$ cat src/rtl/rpm_pkg.sv
// Package for the response prefix matcher: codes, item and result types,
// register indexes and reset values. No dependencies.
package rpm_pkg;

    localparam int MAX_PATTERN_BYTES = 16;

    localparam int OP_W       = 2;
    localparam int BYTE_W     = 8;
    localparam int IDX_W      = 5;
    localparam int LEN_W      = 5;
    localparam int TIME_W     = 20;
    localparam int CNT_W      = 9;
    localparam int CFG_IDX_W  = 3;
    localparam int CFG_DATA_W = 64;
    localparam int WORD_BYTES = 8;

    localparam logic [BYTE_W-1:0] CHAR_CR  = 8'h0D;
    localparam logic [BYTE_W-1:0] CHAR_LF  = 8'h0A;
    localparam logic [BYTE_W-1:0] CHAR_NUL = 8'h00;

    localparam logic [TIME_W-1:0] TIMEOUT_RESET = 20'd1000;
    localparam logic [CNT_W-1:0]  LIMIT_RESET   = 9'd64;

    typedef enum logic [OP_W-1:0] {
        OP_START = 2'd0,
        OP_BYTE  = 2'd1,
        OP_TICK  = 2'd2
    } t_op;

    typedef enum logic [1:0] {
        ST_BYTE    = 2'd0,
        ST_MATCHED = 2'd1,
        ST_TIMEOUT = 2'd2
    } t_status;

    typedef enum logic [1:0] {
        PH_IDLE    = 2'd0,
        PH_MATCH   = 2'd1,
        PH_CAPTURE = 2'd2
    } t_phase;

    typedef enum logic [CFG_IDX_W-1:0] {
        CFG_CAPTURE_MODE   = 3'd0,
        CFG_PATTERN_LOW    = 3'd1,
        CFG_PATTERN_HIGH   = 3'd2,
        CFG_PATTERN_LENGTH = 3'd3,
        CFG_TIMEOUT_MS     = 3'd4,
        CFG_CAPTURE_LIMIT  = 3'd5
    } t_cfg_reg;

    typedef struct packed {
        logic [OP_W-1:0]   op;
        logic [BYTE_W-1:0] data;
    } t_item;

    typedef struct packed {
        t_status           status;
        logic [BYTE_W-1:0] data;
        logic              last;
    } t_result;

    typedef struct packed {
        logic              capture_mode;
        logic [LEN_W-1:0]  pattern_length;
        logic [TIME_W-1:0] timeout_ms;
        logic [CNT_W-1:0]  capture_limit;
    } t_cfg;

endpackage

$ cat src/rtl/rpm_cfg_regs.sv
// Configuration register file of the response prefix matcher.
// Depends on rpm_pkg.
module rpm_cfg_regs
    import rpm_pkg::*;
#(
    parameter int P_MAX_BYTES = MAX_PATTERN_BYTES
) (
    input  logic                        i_clk,
    input  logic                        i_rst_n,
    input  logic                        i_wr,
    input  logic [CFG_IDX_W-1:0]        i_index,
    input  logic [CFG_DATA_W-1:0]       i_data,
    output t_cfg                        o_cfg,
    output logic [P_MAX_BYTES*BYTE_W-1:0] o_pattern
);

    t_cfg                          r_cfg, n_cfg;
    logic [P_MAX_BYTES*BYTE_W-1:0] r_pattern, n_pattern;

    always_comb begin
        n_cfg     = r_cfg;
        n_pattern = r_pattern;
        if (i_wr) begin
            unique case (i_index)
                CFG_CAPTURE_MODE:   n_cfg.capture_mode   = i_data[0];
                CFG_PATTERN_LENGTH: n_cfg.pattern_length = i_data[LEN_W-1:0];
                CFG_TIMEOUT_MS:     n_cfg.timeout_ms     = i_data[TIME_W-1:0];
                CFG_CAPTURE_LIMIT:  n_cfg.capture_limit  = i_data[CNT_W-1:0];
                CFG_PATTERN_LOW: begin
                    for (int k = 0; k < P_MAX_BYTES; k++) begin
                        if (k < WORD_BYTES)
                            n_pattern[k*BYTE_W +: BYTE_W] =
                                i_data[(k % WORD_BYTES)*BYTE_W +: BYTE_W];
                    end
                end
                CFG_PATTERN_HIGH: begin
                    for (int k = 0; k < P_MAX_BYTES; k++) begin
                        if (k >= WORD_BYTES)
                            n_pattern[k*BYTE_W +: BYTE_W] =
                                i_data[(k % WORD_BYTES)*BYTE_W +: BYTE_W];
                    end
                end
                default: ;  // unused indexes: drop the write
            endcase
        end
    end

    always_ff @(posedge i_clk) begin
        if (!i_rst_n) begin
            r_cfg.capture_mode   <= 1'b0;
            r_cfg.pattern_length <= '0;
            r_cfg.timeout_ms     <= TIMEOUT_RESET;
            r_cfg.capture_limit  <= LIMIT_RESET;
            r_pattern            <= '0;
        end else begin
            r_cfg     <= n_cfg;
            r_pattern <= n_pattern;
        end
    end

    assign o_cfg     = r_cfg;
    assign o_pattern = r_pattern;

endmodule

$ cat src/rtl/rpm_engine.sv
// Match and capture engine: phase, match index, timeout and capture count,
// updated once per advanced request. Depends on rpm_pkg.
module rpm_engine
    import rpm_pkg::*;
#(
    parameter int P_MAX_BYTES = MAX_PATTERN_BYTES
) (
    input  logic                          i_clk,
    input  logic                          i_rst_n,
    input  logic                          i_advance,
    input  t_item                         i_item,
    input  t_cfg                          i_cfg,
    input  logic [P_MAX_BYTES*BYTE_W-1:0] i_pattern,
    output logic                          o_res_valid,
    output t_result                       o_result
);

    localparam int PIDX_W = (P_MAX_BYTES > 1) ? $clog2(P_MAX_BYTES) : 1;
    localparam logic [LEN_W-1:0] MAX_LEN = LEN_W'(P_MAX_BYTES);

    t_phase            r_phase, n_phase;
    logic [IDX_W-1:0]  r_idx, n_idx, w_idx_inc;
    logic [TIME_W-1:0] r_time, n_time, w_time_dec;
    logic [CNT_W-1:0]  r_count, n_count, w_count_inc;
    logic [LEN_W-1:0]  w_eff_len;
    logic [BYTE_W-1:0] w_pat_byte;
    logic              w_end;

    assign w_eff_len   = (i_cfg.pattern_length > MAX_LEN) ? MAX_LEN : i_cfg.pattern_length;
    assign w_pat_byte  = i_pattern[r_idx[PIDX_W-1:0]*BYTE_W +: BYTE_W];
    assign w_idx_inc   = r_idx + 1'b1;
    assign w_count_inc = r_count + 1'b1;
    assign w_time_dec  = (r_time != '0) ? r_time - 1'b1 : r_time;
    assign w_end       = (i_item.data == CHAR_CR) || (i_item.data == CHAR_LF) ||
                         (i_item.data == CHAR_NUL) || (w_count_inc >= i_cfg.capture_limit);

    always_comb begin
        n_phase     = r_phase;
        n_idx       = r_idx;
        n_time      = r_time;
        n_count     = r_count;
        o_res_valid = 1'b0;
        o_result    = '{status: ST_BYTE, data: '0, last: 1'b0};
        unique case (i_item.op)
            OP_START: begin
                n_idx   = '0;
                n_count = '0;
                n_time  = i_cfg.timeout_ms;
                if (i_cfg.timeout_ms == '0) begin
                    n_phase         = PH_IDLE;
                    o_res_valid     = 1'b1;
                    o_result.status = ST_TIMEOUT;
                end else if (w_eff_len == '0) begin
                    if (i_cfg.capture_mode) begin
                        n_phase = PH_CAPTURE;
                    end else begin
                        n_phase         = PH_IDLE;
                        o_res_valid     = 1'b1;
                        o_result.status = ST_MATCHED;
                    end
                end else begin
                    n_phase = PH_MATCH;
                end
            end
            OP_BYTE: begin
                if (r_phase == PH_MATCH) begin
                    if (i_item.data == w_pat_byte) begin
                        n_idx = w_idx_inc;
                        if (w_idx_inc >= w_eff_len) begin
                            if (i_cfg.capture_mode) begin
                                n_phase = PH_CAPTURE;
                                n_count = '0;
                            end else begin
                                n_phase         = PH_IDLE;
                                o_res_valid     = 1'b1;
                                o_result.status = ST_MATCHED;
                            end
                        end
                    end else begin
                        n_idx = '0;
                    end
                end else if (r_phase == PH_CAPTURE) begin
                    n_count         = w_count_inc;
                    o_res_valid     = 1'b1;
                    o_result.status = ST_BYTE;
                    o_result.data   = i_item.data;
                    o_result.last   = w_end;
                    if (w_end)
                        n_phase = PH_IDLE;
                end
            end
            OP_TICK: begin
                if (r_phase != PH_IDLE) begin
                    n_time = w_time_dec;
                    if (w_time_dec == '0) begin
                        n_phase         = PH_IDLE;
                        o_res_valid     = 1'b1;
                        o_result.status = ST_TIMEOUT;
                    end
                end
            end
            default: ;  // unused code: no effect
        endcase
    end

    always_ff @(posedge i_clk) begin
        if (!i_rst_n) begin
            r_phase <= PH_IDLE;
            r_idx   <= '0;
            r_time  <= '0;
            r_count <= '0;
        end else if (i_advance) begin
            r_phase <= n_phase;
            r_idx   <= n_idx;
            r_time  <= n_time;
            r_count <= n_count;
        end
    end

endmodule

$ cat src/rtl/rpm_out_reg.sv
// Result register of the response prefix matcher with valid/ready output.
// Depends on rpm_pkg.
module rpm_out_reg
    import rpm_pkg::*;
(
    input  logic    i_clk,
    input  logic    i_rst_n,
    input  logic    i_load,
    input  t_result i_result,
    input  logic    i_ready,
    output logic    o_can_take,
    output logic    o_valid,
    output t_result o_result
);

    logic    r_valid, n_valid;
    t_result r_result;

    assign o_can_take = !r_valid || i_ready;

    always_comb begin
        n_valid = r_valid;
        if (i_load)
            n_valid = 1'b1;
        else if (i_ready)
            n_valid = 1'b0;
    end

    always_ff @(posedge i_clk) begin
        if (!i_rst_n)
            r_valid <= 1'b0;
        else
            r_valid <= n_valid;
    end

    always_ff @(posedge i_clk) begin
        if (i_load)
            r_result <= i_result;
    end

    assign o_valid  = r_valid;
    assign o_result = r_result;

endmodule

$ cat src/rtl/response_prefix_matcher_core.sv
// Top level of the response prefix matcher: input register, engine,
// result register and configuration registers. Depends on rpm_pkg.
//
//  channel | direction | handshake                 | payload
//  --------+-----------+---------------------------+----------------------------------
//  in      | to core   | i_in_valid / o_in_ready   | i_operation, i_data_byte
//  out     | from core | o_out_valid / i_out_ready | o_status, o_captured_byte, o_last
//  cfg     | to core   | i_cfg_valid / o_cfg_ready | i_cfg_index, i_cfg_data
//
// Each request is held in the input register and evaluated by the engine straight from
// it when it advances; engine state and the result register (if the request gives a
// result) load as it advances. Throughput is one request per cycle, set by the single
// engine update, while the result register can take the result.
// Reset (i_rst_n low, synchronous) empties both registers, idles the engine
// and loads the register defaults. A held result stalls the input register
// only while the output side does not take it; cfg writes always complete.
module response_prefix_matcher_core
    import rpm_pkg::*;
#(
    parameter int P_MAX_PATTERN_BYTES = MAX_PATTERN_BYTES
) (
    input  logic                  i_clk,
    input  logic                  i_rst_n,
    // request channel
    input  logic                  i_in_valid,
    output logic                  o_in_ready,
    input  logic [OP_W-1:0]       i_operation,
    input  logic [BYTE_W-1:0]     i_data_byte,
    // result channel
    output logic                  o_out_valid,
    input  logic                  i_out_ready,
    output logic [1:0]            o_status,
    output logic [BYTE_W-1:0]     o_captured_byte,
    output logic                  o_last,
    // configuration channel
    input  logic                  i_cfg_valid,
    output logic                  o_cfg_ready,
    input  logic [CFG_IDX_W-1:0]  i_cfg_index,
    input  logic [CFG_DATA_W-1:0] i_cfg_data
);

    t_cfg                                  w_cfg;
    logic [P_MAX_PATTERN_BYTES*BYTE_W-1:0] w_pattern;

    logic    r_in_valid, n_in_valid;
    t_item   r_item;
    logic    w_advance;
    logic    w_out_can_take;
    logic    w_res_valid;
    t_result w_result;
    t_result w_out_result;

    // Configuration writes never stall.
    assign o_cfg_ready = 1'b1;

    rpm_cfg_regs #(
        .P_MAX_BYTES(P_MAX_PATTERN_BYTES)
    ) u_cfg (
        .i_clk    (i_clk),
        .i_rst_n  (i_rst_n),
        .i_wr     (i_cfg_valid && o_cfg_ready),
        .i_index  (i_cfg_index),
        .i_data   (i_cfg_data),
        .o_cfg    (w_cfg),
        .o_pattern(w_pattern)
    );

    // Advance the held request into the engine whenever the result register
    // can take whatever it produces; the input register refills in the same cycle.
    assign w_advance  = r_in_valid && w_out_can_take;
    assign o_in_ready = !r_in_valid || w_advance;

    always_comb begin
        n_in_valid = r_in_valid;
        if (i_in_valid && o_in_ready)
            n_in_valid = 1'b1;
        else if (w_advance)
            n_in_valid = 1'b0;
    end

    always_ff @(posedge i_clk) begin
        if (!i_rst_n)
            r_in_valid <= 1'b0;
        else
            r_in_valid <= n_in_valid;
    end

    // Hold the request payload until it advances.
    always_ff @(posedge i_clk) begin
        if (i_in_valid && o_in_ready)
            r_item <= '{op: i_operation, data: i_data_byte};
    end

    rpm_engine #(
        .P_MAX_BYTES(P_MAX_PATTERN_BYTES)
    ) u_engine (
        .i_clk      (i_clk),
        .i_rst_n    (i_rst_n),
        .i_advance  (w_advance),
        .i_item     (r_item),
        .i_cfg      (w_cfg),
        .i_pattern  (w_pattern),
        .o_res_valid(w_res_valid),
        .o_result   (w_result)
    );

    // Capture a result only for requests that produce one.
    rpm_out_reg u_out (
        .i_clk     (i_clk),
        .i_rst_n   (i_rst_n),
        .i_load    (w_advance && w_res_valid),
        .i_result  (w_result),
        .i_ready   (i_out_ready),
        .o_can_take(w_out_can_take),
        .o_valid   (o_out_valid),
        .o_result  (w_out_result)
    );

    assign o_status        = w_out_result.status;
    assign o_captured_byte = w_out_result.data;
    assign o_last          = w_out_result.last;

endmodule

$ cat config.mk
export PLATFORM = sky130hd
export DESIGN_NAME = response_prefix_matcher_core
export DESIGN_NICKNAME = d
export VERILOG_FILES = /design/src/rtl/rpm_pkg.sv /design/src/rtl/rpm_cfg_regs.sv /design/src/rtl/rpm_engine.sv /design/src/rtl/rpm_out_reg.sv /design/src/rtl/response_prefix_matcher_core.sv
export SDC_FILE = /design/constraint.sdc
export NUM_CORES = 1
export LEC_CHECK = 0
export BUFFER_PORTS_ARGS = -buffer_cell sky130_fd_sc_hd__buf_2
export CORE_MARGIN = 2
export CORE_UTILIZATION = 30
export DETAILED_ROUTE_END_ITERATION = 8
export PLACE_DENSITY = 0.51
export RECOVER_POWER = 50
export SLEW_MARGIN = 20
export SYNTH_ARGS = -nofsm -noshare
export SYNTH_HDL_FRONTEND = slang
export SYNTH_SLANG_ARGS = --single-unit
$ cat constraint.sdc
create_clock -name i_clk -period 4.1 [get_ports i_clk]
set_input_delay 0.205 -clock i_clk [delete_from_list [all_inputs] [get_ports i_clk]]
set_output_delay 0.205 -clock i_clk [all_outputs]
set_load 0.01 [all_outputs]
==> results.py <==
metrics = {
    "cts": {
        "post-cts-setup-buffer-count": 0,
        "cts_root_buffer": "clkbuf_16",
        "cts_buffers": 27,
        "clock-sinks": 222,
        "clkTransAtPathRegs_ns": 0.06,
        "htree_levels": 1,
        "cts_tree": "done",
        "cts_buffer_depth": 3,
        "postCtsResizedCells": 0,
        "clk_latency_ns": 0.55,
        "cts_hold_buffers": 74,
    },
    "detailed_routing": {
        "wl_mm": 35.1,
        "top_layer": "met4",
        "vias": 9521,
        "wl_met1_mm": 16.6,
        "drt-initial-drc-count": 660,
        "wl_per_cell_um": 18.4,
        "wl_met3_mm": 1.10,
        "dr_wl_met2_mm": 16.6,
        "drc": 0,
        "drtPass1Iterations": 5,
        "postRouteAntennaNets": 0,
        "viasPerCell": 5.00,
    },
    "floorplanning": {
        "die-area_mm2": 0.0371,
        "rows": 69,
        "core_mm2": 0.0353,
        "die_y_um": 193,
        "start_util_pct": 30.3,
        "io-pin-count": 96,
        "die_w_um": 193,
    },
    "power": {
        "p_leak_nw": 4.71,
        "power_switching_mw": 1.34,
        "p_per_area_mw_per_mm2": 401,
        "p_comb_share_pct": 10.0,
        "clockPowerShare_pct": 47.0,
        "swShare_pct": 25.3,
        "peakVddDrop_mv": 0.248,
        "pwr-share-seq_pct": 43.0,
        "intPower_mw": 3.97,
    },
    "timing": {
        "fmax_ghz": 0.268,
        "setup_viol": 0,
        "finalCriticalPeriod_ns": 3.73,
        "finalSetupTns_ns": 0,
        "slew_violations": 146,
        "post-route-period-util_pct": 91.0,
        "slew_headroom_pct": -54.2,
        "finClkSkew_ns": 0.0235,
        "tightest_slew_ns": 2.31,
        "holdWs_ns": 0.00521,
        "rsz0062_at_grt": "false",
        "hold_viol_final": 0,
    },
    "min_path": {
        "min_path_type": "input port to register",
        "holdCritStartpoint": "i_cfg_data[2]",
    },
    "logic_synthesis": {
        "netlist_area_mm2": 0.0107,
        "synth_top_family_by_area": "simple AND/OR/NAND/NOR gates",
        "synth_mux_area_share_pct": 9.07,
        "yosysMostFrequentCell": "nand2_1",
        "yosysTopAreaCell": "dfxtp_1",
        "synth_edf_count": 21,
        "synth_area_leaders": "dfxtp_1 (38%), nand2_1 (13%), a21oi_1 (8.5%), edfxtp_1 (5.9%), mux4_2 (3.8%)",
        "yosysWarnings": 0,
        "avgSynthCellArea_um2": 8.30,
        "synthTopCellsByCount": "nand2_1 (363), dfxtp_1 (201), a21oi_1 (181), clkbuf_1 (76), nor2_1 (59)",
        "syn_nets": 1391,
        "async_reset_ff_share_pct": 0,
        "synth_top_area_share_pct": 37.7,
        "synth-xor-area-share_pct": 3.03,
        "yosysSeqAreaShare_pct": 43.6,
        "synth-seq-cells": 222,
        "synth_compound_area_share_pct": 15.6,
        "synth_ff_type": "dfxtp_1",
        "synth-simple-area-share_pct": 22.3,
        "synthAdderAreaFrac_pct": 2.46,
        "ys_types": 69,
        "synth_cells": 1288,
    },
    "setup_path": {
        "start_kind": "register",
        "cp.required_ns": 4.35,
        "endpoint_kind": "register",
        "critPathMaxFanout": 11,
        "cp.arrival_ns": 3.98,
        "crit_type": "register to register",
        "cp-startpoint": "u_engine.r_time[0]$_SDFFE_PN0P_",
        "reg2reg_from": "u_engine.r_time[0]$_SDFFE_PN0P_",
    },
    "finish": {
        "nets": 1528,
        "n_antenna_cell": 0,
        "syn_to_final_growth_pct": 24.1,
        "nFillCells": 3694,
        "layout-drive-gt1-share_pct": 13.0,
    },
    "grt": {
        "grt_pass1_vias": 8930,
        "grt_start_max_net_pins": 114,
        "grt.overflow.total": 0,
        "antenna_found_initial": 0,
        "grt_pass1_wl_mm": 53.3,
        "grt_usage_pct": 18.7,
    },
    "run_status": {
        "violations": "capacitance limit, slew limit",
        "status": "finished with violations",
    },
    "placement": {
        "place.gp.congestion": 0.849,
        "port_buffers": 94,
        "hpwlAfterDp_mm": 24.6,
    },
    "flow_run": {
        "maxCapViolCount": 2,
    },
}
==> logic make-up after synthesis <==
kind of cell	Yosys count
buf+inv	109
simple gates	552
fa+ha+maj	21
flops	222
xor+xnor	37
compound gates	282
other cells	1
mux	64
==> power by group through the flow <==
stage | Sequential, mW | Clock [mW] | Combinational (mW)
after detailed placement | 2.33 | 0 | 0.478
after global placement | 2.33 | 0 | 0.480
after global routing | 2.29 | 2.65 | 0.584
final | 2.29 | 2.50 | 0.531
after CTS | 2.29 | 2.55 | 0.535
after floorplan | 2.31 | 0 | 0.297
==> final timing paths <==
path	endpoint	slack (ns)	cells past startpoint
worst max-delay path	u_out.o_result[4]$_SDFFCE_PP0P_	0.37	13
worst min-delay path	u_cfg.o_cfg[2]$_SDFFE_PN0P_	0.005	3
worst max register to register	u_out.o_result[4]$_SDFFCE_PP0P_	0.37	13
worst min register to register	u_cfg.o_pattern[29]$_SDFFE_PN0P_	0.45	2
==> worst max-delay path: stages (launching register included) <==
cell,delay (ns)
dfxtp_1,0.33
inv_1,0.13
ha_1,0.26
nor3b_1,0.74
buf_4,0.26
nand3_1,0.11
o31ai_1,0.21
o211ai_1,0.12
or4_1,0.48
nor4_1,0.21
buf_4,0.17
a211oi_1,0.05
a21boi_1,0.18
buf_4,0.22
==> cells in the final DEF, fill, tap and decap left out, types with 18 or more instances in the layout <==
| cell | Yosys | final |
|---|---|---|
| nand3_1 | 34 | 34 |
| mux2i_1 | 35 | 35 |
| nand2_1 | 363 | 362 |
| ha_1 | 21 | 21 |
| dfxtp_1 | 201 | 200 |
| a21oi_1 | 181 | 181 |
| clkbuf_1 | 76 | 21 |
| inv_1 | 21 | 21 |
| mux4_2 | 18 | 18 |
| buf_2 | 4 | 77 |
| edfxtp_1 | 21 | 21 |
| clkbuf_16 | 0 | 27 |
| nor2_1 | 59 | 58 |
| xor2_1 | 20 | 20 |
| dlygate4sd3_1 | 0 | 74 |
| buf_4 | 1 | 25 |
==> registers in the layout (all words and copies together), names as in the netlist <==
signal,cells
r_item,10
u_cfg.o_pattern,128
u_engine.r_count,9
u_cfg.o_cfg,35
r_in_valid,1
u_out.o_result,11
u_engine.r_time,20
u_engine.r_idx,5
u_out.o_valid,1
u_engine.r_phase,2
==> metal layers <==
layer,vias to the layer above,track usage [%]
met2,168,31.1
li1,4769,-
met3,46,2.02
met1,4538,25.8
met5,-,0
met4,0,4.87
==> final cells by class <==
type                            instances  area, um2  area share [%]
Clock buffer                           31        691            5.21
Clock inverter                         18        226            1.71
Inverter                               22       85.1           0.642
Multi-Input combinational cell        957       5620            42.4
Sequential cell                       222       4660            35.1
Tap cell                              461        577            4.35
Timing Repair Buffer                  195       1400            10.6
==> metrics by stage <==
stage | std cells | setup slack [ns] | total power, mW | cell area, um2 | util [%]
2_1_floorplan | 1288 | 0.262 | 2.60 | 10700 | -
3_3_place_gp | 1783 | 0.403 | 2.81 | 11600 | 33.0
3_5_place_dp | 1783 | 0.387 | 2.81 | 11600 | 33.0
4_1_cts | 1906 | 0.375 | 5.37 | 13300 | 37.7
5_1_grt | 1906 | 0.0438 | 5.52 | 13300 | 37.6
6_report | 1906 | 0.370 | 5.32 | 13300 | 37.6
(Power assumes the default switching activity.)
